===== src/sv/segment_rectangle_intersection_macros.svh =====
// Assertion macros for the segment and rectangle hit test.
// Used by the modules that carry concurrent checks; needs clk and rst_n in scope.
`ifndef SEGMENT_RECTANGLE_INTERSECTION_MACROS_SVH
`define SEGMENT_RECTANGLE_INTERSECTION_MACROS_SVH
`ifndef SYNTHESIS
// Antecedent holds, consequent must hold in the same cycle.
`define SRI_ASSERT_SAME(label, ante, cons) \
    label: assert property (@(posedge clk) disable iff (!rst_n) (ante) |-> (cons)) \
        else $error("check failed: label");
// Antecedent holds, consequent must hold in the following cycle.
`define SRI_ASSERT_NEXT(label, ante, cons) \
    label: assert property (@(posedge clk) disable iff (!rst_n) (ante) |=> (cons)) \
        else $error("check failed: label");
`else
`define SRI_ASSERT_SAME(label, ante, cons)
`define SRI_ASSERT_NEXT(label, ante, cons)
`endif
`endif


===== src/sv/sri_pkg.sv =====
// Shared widths, side codes and pipeline records for the segment hit test.
// No dependencies; compiled first.
package sri_pkg;

    // Coordinate width and derived working widths.
    localparam int CW = 16;
    localparam int DW = CW + 1;
    localparam int PW = 2 * DW;
    localparam int WW = DW + 2;
    // Number of registers from a side unit's input to its registered result.
    localparam int SIDE_LAT = DW + 3;

    // Side codes.
    localparam logic [1:0] SIDE_LEFT   = 2'd0;
    localparam logic [1:0] SIDE_RIGHT  = 2'd1;
    localparam logic [1:0] SIDE_TOP    = 2'd2;
    localparam logic [1:0] SIDE_BOTTOM = 2'd3;

    // One side test: the segment runs from (a1,b1) to (a2,b2); the side is
    // a == pos, spanning b in [base, base+len].
    typedef struct packed {
        logic signed [CW-1:0] a1;
        logic signed [CW-1:0] b1;
        logic signed [CW-1:0] a2;
        logic signed [CW-1:0] b2;
        logic signed [DW-1:0] pos;
        logic signed [CW-1:0] base;
        logic [CW-2:0]        len;
    } side_in_t;

    // Context carried alongside the divider.
    typedef struct packed {
        logic                 ok;
        logic                 neg;
        logic signed [CW-1:0] b1;
        logic signed [CW-1:0] base;
        logic [CW-2:0]        len;
        logic [DW-1:0]        ud;
    } side_ctx_t;

    typedef struct packed {
        logic                 hit;
        logic signed [CW-1:0] hb;
    } side_res_t;

    // Rectangle data delayed to the output stage.
    typedef struct packed {
        logic signed [CW-1:0] box_x;
        logic signed [CW-1:0] box_y;
        logic [CW-2:0]        box_width;
        logic [CW-2:0]        box_height;
    } box_t;

endpackage


===== src/sv/sri_side.sv =====
// Pipelined test of a segment against one rectangle side, with exact range
// checks and a one-bit-per-stage restoring divider. Depends on sri_pkg.
module sri_side
    import sri_pkg::*;
(
    input  logic      clk,
    input  logic      en,
    input  side_in_t  side_in,
    output side_res_t side_res
);

    // Setup stage signals.
    logic signed [DW:0] a1_w, a2_w, b1_w, b2_w, pos_w;
    logic signed [DW:0] da_w, db_w, t_w, ud_w, tt_w, mdb_w;
    side_ctx_t          ctx0_next;
    side_ctx_t          ctx0_reg;
    logic [DW-1:0]      ut_reg, mdb_reg, ut_next, mdb_next;

    // Divider pipeline.
    side_ctx_t     ctx_reg [0:DW];
    logic [DW-1:0] r_reg   [0:DW];
    logic [DW-1:0] dq_reg  [0:DW];
    logic [PW-1:0] prod;

    // Final stage signals.
    logic signed [WW-1:0] b1_f, mag_f, y_f, lo_f, hi_f, off_f, hb_f;
    logic                 up_f;
    side_ctx_t            ctx_f;
    logic [DW-1:0]        mag, rem;
    side_res_t            res_next;
    side_res_t            res_reg;

    // Differences, sign fix and range of the segment parameter.
    always_comb
    begin
        a1_w  = side_in.a1;
        a2_w  = side_in.a2;
        b1_w  = side_in.b1;
        b2_w  = side_in.b2;
        pos_w = side_in.pos;
        da_w  = a2_w - a1_w;
        db_w  = b2_w - b1_w;
        t_w   = pos_w - a1_w;
        ud_w  = da_w[DW] ? -da_w : da_w;
        tt_w  = da_w[DW] ? -t_w : t_w;
        mdb_w = db_w[DW] ? -db_w : db_w;
        ctx0_next.ok   = (da_w != '0) && (side_in.len != '0) && !tt_w[DW]
                         && (tt_w <= ud_w);
        ctx0_next.neg  = db_w[DW];
        ctx0_next.b1   = side_in.b1;
        ctx0_next.base = side_in.base;
        ctx0_next.len  = side_in.len;
        ctx0_next.ud   = ud_w[DW-1:0];
        ut_next        = tt_w[DW-1:0];
        mdb_next       = mdb_w[DW-1:0];
    end

    always_ff @(posedge clk)
    begin
        if (en)
        begin
            ctx0_reg <= ctx0_next;
            ut_reg   <= ut_next;
            mdb_reg  <= mdb_next;
        end
    end

    // Product of the parameter and the offset span; the high half is below ud.
    assign prod = PW'(ut_reg) * PW'(mdb_reg);

    always_ff @(posedge clk)
    begin
        if (en)
        begin
            ctx_reg[0] <= ctx0_reg;
            r_reg[0]   <= prod[PW-1:DW];
            dq_reg[0]  <= prod[DW-1:0];
        end
    end

    // One quotient bit per stage: shift in a dividend bit, subtract if it fits.
    for (genvar k = 1; k <= DW; k++)
    begin : g_div
        logic [DW:0] trial;
        logic        fits;

        always_comb
        begin
            trial = {r_reg[k-1], dq_reg[k-1][DW-1]};
            fits  = trial >= {1'b0, ctx_reg[k-1].ud};
        end

        always_ff @(posedge clk)
        begin
            if (en)
            begin
                ctx_reg[k] <= ctx_reg[k-1];
                r_reg[k]   <= fits ? DW'(trial - {1'b0, ctx_reg[k-1].ud})
                                   : trial[DW-1:0];
                dq_reg[k]  <= {dq_reg[k-1][DW-2:0], fits};
            end
        end
    end

    // Floor of the crossing point, range check along the side, and rounding.
    always_comb
    begin
        ctx_f = ctx_reg[DW];
        mag   = dq_reg[DW];
        rem   = r_reg[DW];
        b1_f  = ctx_f.b1;
        mag_f = $signed({2'b00, mag});
        lo_f  = ctx_f.base;
        hi_f  = lo_f + $signed({{(WW-CW+1){1'b0}}, ctx_f.len});
        if (!ctx_f.neg)
            y_f = b1_f + mag_f;
        else if (rem == '0)
            y_f = b1_f - mag_f;
        else
            y_f = b1_f - mag_f - WW'(1);
        up_f  = {rem, 1'b0} >= {1'b0, ctx_f.ud};
        off_f = mag_f + $signed({{(WW-1){1'b0}}, up_f});
        hb_f  = ctx_f.neg ? (b1_f - off_f) : (b1_f + off_f);
        res_next.hit = ctx_f.ok && (y_f >= lo_f)
                       && ((y_f < hi_f) || ((y_f == hi_f) && (rem == '0)));
        res_next.hb  = hb_f[CW-1:0];
    end

    always_ff @(posedge clk)
    begin
        if (en)
            res_reg <= res_next;
    end

    assign side_res = res_reg;

endmodule


===== config.mk =====
export PLATFORM = sky130hd
export DESIGN_NAME = sri_side
export DESIGN_NICKNAME = d
export VERILOG_FILES = /design/src/sv/segment_rectangle_intersection_macros.svh /design/src/sv/sri_pkg.sv /design/src/sv/sri_side.sv
export SDC_FILE = /design/constraint.sdc
export NUM_CORES = 2
export LEC_CHECK = 0
export ABC_AREA = 0
export BUFFER_PORTS_ARGS = -buffer_cell sky130_fd_sc_hd__buf_2
export CELL_PAD_IN_SITES_DETAIL_PLACEMENT = 1
export CELL_PAD_IN_SITES_GLOBAL_PLACEMENT = 2
export CORE_UTILIZATION = 46
export DETAILED_ROUTE_END_ITERATION = 7
export PLACE_DENSITY_LB_ADDON = 0.1
export SKIP_LAST_GASP = 1
export SYNTH_ARGS = -nofsm -noshare
export SYNTH_HDL_FRONTEND = slang
export SYNTH_SLANG_ARGS = --single-unit

===== constraint.sdc =====
create_clock -name clk -period 6.7 [get_ports clk]
set_input_delay 1.675 -clock clk [delete_from_list [all_inputs] [get_ports clk]]
set_output_delay 1.675 -clock clk [all_outputs]
set_load 0.05 [all_outputs]

==> impl_results.md <==
* CP arrival at roughly 7.0 ns
* Slowest stage delay, CP at 0.54 ns
* Slowest stage cell on the critical path: fa_1
* CTS Buffer Depth at 3
* TritonRoute pass-1 iters at 6
* Register-to-Register Path Depth at 23
* Buffers on Ports at 130
* Grt ovf at 0
* GRT Util Overall at around a fifth
* Hold path startpoint: dq_reg[9][1]
* Max Fanout on Critical Path at 12
* Post-synthesis adder-cell area fraction at around an eighth
* Yosys top cell by area: edfxtp_1
* Compound-Gate Fraction of Synth Area at 7.61%
* DR vias at ~52k
* Post-Synth XOR/XNOR Area at 3.88%
* Wirelength per Cell at a little over 20 um
* Filler cells at ~20k
* Hold EP: dq_reg[10][2]
* Period minus WS final at roughly 6.5 ns
* CP most frequent cell: fa_1
* Initial core utilization at a little under half
* Die width at 453 um
* Root Driver: clkbuf_16
* Vias in the first global route at 56.4k
* CTS Buf Count at approximately 200
* Post-synth EDFFs at between 1.5k and 2k
* Actual slew at the worst max-slew pin at between 1 and 1.5 ns
* Post-layout net count at 8099
* Gate Count Post-Synth at between 6k and 7k
* Cells along the critical path: buf_4, nand2_1, fa_1, inv_1, fa_1, fa_1, inv_1, fa_1, fa_1, inv_1, fa_1, ha_1, and2_1, o21ai_0, a21oi_1, o31ai_1, buf_4, o21a_2, o211ai_1, and2_1, a31o_2, a21oi_1, xnor2_1
* Footprint of the multi-input gates at between 0.03 and 0.04 sq mm
* WHS Path Cells at 0
* Die area at just over 0.2 sq mm
* CTS sink count at around 1.9k
* Residual DRC at 4
* Mux cell area share after synthesis at approximately 2.7%
* Total negative slack at 0 ns
* Ports at around 130
* Layout cells sized above 1 at a little under an eighth
* Syn nets at between 7k and 8k
* Sequential area share after synthesis at between 60% and 70%
* Synth area leaders: edfxtp_1, ha_1, fa_1, inv_1, xnor2_1
* Chip Height at around 450 um
* Max Slew Vio Count at 0
* CP Launch Type: flip-flop
* Largest family of logic cells by synthesized area: adder cells
* H-Tree Depth at 4
* Status: complete, but fails checks
* Crit path required time at between 7 and 8 ns
* Critical path class: reg2reg
* Synth Flop Type: edfxtp_1
* First-pass GRT wire length at around 320000 um
* Max capacitance violation total at 0
* Dpl hpwl at approximately 160000 um
* Highest clock rate at between 150 and 200 MHz
* Final Hold Violating Endpoints at 0
* Crit path capture type: flip-flop
* Worst skew pair latency at ~0.85 ns
* Final setup skew at approximately 0.045 ns
* Worst r2r dst: r_reg[0][11]
* Violated checks: design-rule violations
* Delay-heaviest family, CP: adder cells
* Clock slew at reported path FFs at about 0.06 ns
* FP Rows at 165
* Ys Warns at 0
* R2r startpoint: ut_reg[5]
* Max_slew headroom at between 20% and 30%
* Core box area at a little over 0.2 sq mm
* Hold_buf cts at 0
* Area Growth Syn to Fin at 12.2%
* Post-synthesis register bit count at 1917
* Largest net degree at the start of global routing at 186
* Routability cong. at 0.841
* Count of cell types in the netlist at between 100 and 150
* Final setup vio count at 0
* CTS tree: built
* Final period util at just under 100%
* Post-synth ARST share at 0%
* Simple-gate share of the synthesized area at roughly 7.3%
* Flop2flop setup slack at about 0.22 ns
* HP Class: reg2reg
* RSZ-0062 raised after global routing: yes
* Initial antenna violation count at 2
* Post-route ant nets at 0
* Register area at 0.0576 sq mm
* Final wirelength at 204000 um
* Routed vias/inst at roughly 5.2
* Synth Cell Area at 0.0934 sq mm
* Syn avg cell area at roughly 14 sq um
* Yosys top cell area share at 61.6%
* Iteration-0 DRC Markers at ~2.4k
* Max reg flops at 1188
* Crit path buffers/inverters at 5
-- worst register-to-register path: stages, from the launching register on --
cell      delay (ns)
edfxtp_1        0.46
buf_4           0.26
nand2_1         0.11
fa_1            0.54
inv_1           0.05
fa_1            0.52
fa_1            0.53
inv_1           0.05
fa_1            0.46
fa_1            0.54
inv_1           0.05
fa_1            0.47
ha_1            0.35
and2_1          0.20
o21ai_0         0.11
a21oi_1         0.12
o31ai_1         0.08
buf_4           0.16
o21a_2          0.24
o211ai_1        0.33
and2_1          0.23
a31o_2          0.17
a21oi_1         0.08
xnor2_1         0.13
-- cells in the mapped netlist, types with 9 or more instances --
master,instances
a31oi_1,40
ha_1,591
xnor2_1,277
xor2_1,135
o21ai_1,23
nor2b_1,85
nand3_1,65
a211o_1,21
a21o_1,136
o21ai_0,203
nor3_1,112
edfxtp_1,1917
buf_2,14
and3_1,30
a21boi_0,27
fa_1,248
nand4_1,61
nor3b_1,9
nand2b_1,65
clkbuf_1,86
nor4_1,22
o2111ai_1,14
a211oi_1,42
o21a_1,44
a31o_2,20
and2_1,130
nor2_1,319
o21bai_1,30
mux2i_1,27
o31ai_1,24
o211ai_1,14
a21oi_1,326
and4_1,9
o41ai_1,12
a221oi_1,11
or3_1,38
mux2_2,189
nand2_1,397
a2111oi_0,13
mux2_1,9
inv_1,795
a41oi_1,11
or2_2,14
-- cell families (layout without fill, tap and decap cells) --
| logic type | Yosys count | count (layout) |
|---|---|---|
| flip-flops | 1917 | 1917 |
| AND/OR/NAND/NOR | 1390 | 1390 |
| AO/OA/AOI/OAI | 1085 | 1085 |
| buffers and inverters | 905 | 1439 |
| adder cells (fa/ha/maj) | 839 | 839 |
| XOR/XNOR | 413 | 413 |
| multiplexers | 225 | 225 |
| other | 1 | 7 |
-- worst max-delay path by stage --
stage	start	to	slack [ns]	cells after the start
floorplan	mdb_reg[10]	r_reg[0][11]	0.51	24
global placement	side_in[31]	ctx0_reg[65]	-0.14	21
detailed placement	side_in[31]	ctx0_reg[65]	-0.20	21
CTS	mdb_reg[11]	r_reg[0][11]	0.03	21
global route	ut_reg[6]	r_reg[0][11]	-0.03	23
finish	ut_reg[5]	r_reg[0][11]	0.22	23
-- layer usage --
metal  wire length, um  GRT usage (%)
met4              7560           7.55
met1             83000           23.1
met2            109000           37.5
met5                 0              0
met3              4630           2.62
-- per-stage QoR --
step,area (sq um),utilization (%),std cells,setup slack [ns],hold slack [ns]
final,105000,51.9,9987,0.219,0.389
after detailed placement,98200,48.6,9591,-0.203,0.405
after global routing,105000,51.9,9985,-0.0272,0.398
after global placement,98200,48.6,9591,-0.145,0.400
after CTS,105000,51.8,9953,0.0305,0.390
after floorplan,93400,-,6775,0.509,0.400
-- cell usage in the layout, fill, tap and decap left out, types with 136 or more instances in the layout --
cell	Yosys	routed
ha_1	591	591
edfxtp_1	1917	1917
nor2_1	319	319
xnor2_1	277	277
nand2_1	397	397
fa_1	248	248
o21ai_0	203	202
clkbuf_16	0	198
a21oi_1	326	324
a21o_1	136	136
mux2_2	189	189
inv_1	795	795
-- repair_timing --
action / 4_1_cts / 5_1_grt
endpoints found under the setup margin: 0 / 5
buffers inserted: 0 / 28
gates resized for setup: 0 / 7
-- final cells by class --
| type | instances | area share (%) |
|---|---|---|
| diodes | 6 | 0.0143 |
| clock buffers | 242 | 4.88 |
| clock inverters | 120 | 1.24 |
| inverters | 796 | 2.85 |
| multi-input cells | 3953 | 31.0 |
| flip-flops and latches | 1917 | 54.9 |
| well taps | 2672 | 3.19 |
| repair buffers | 281 | 1.91 |
Power is not shown: default switching activity piles up to over one toggle a cycle in this logic, so the estimate is an artifact.
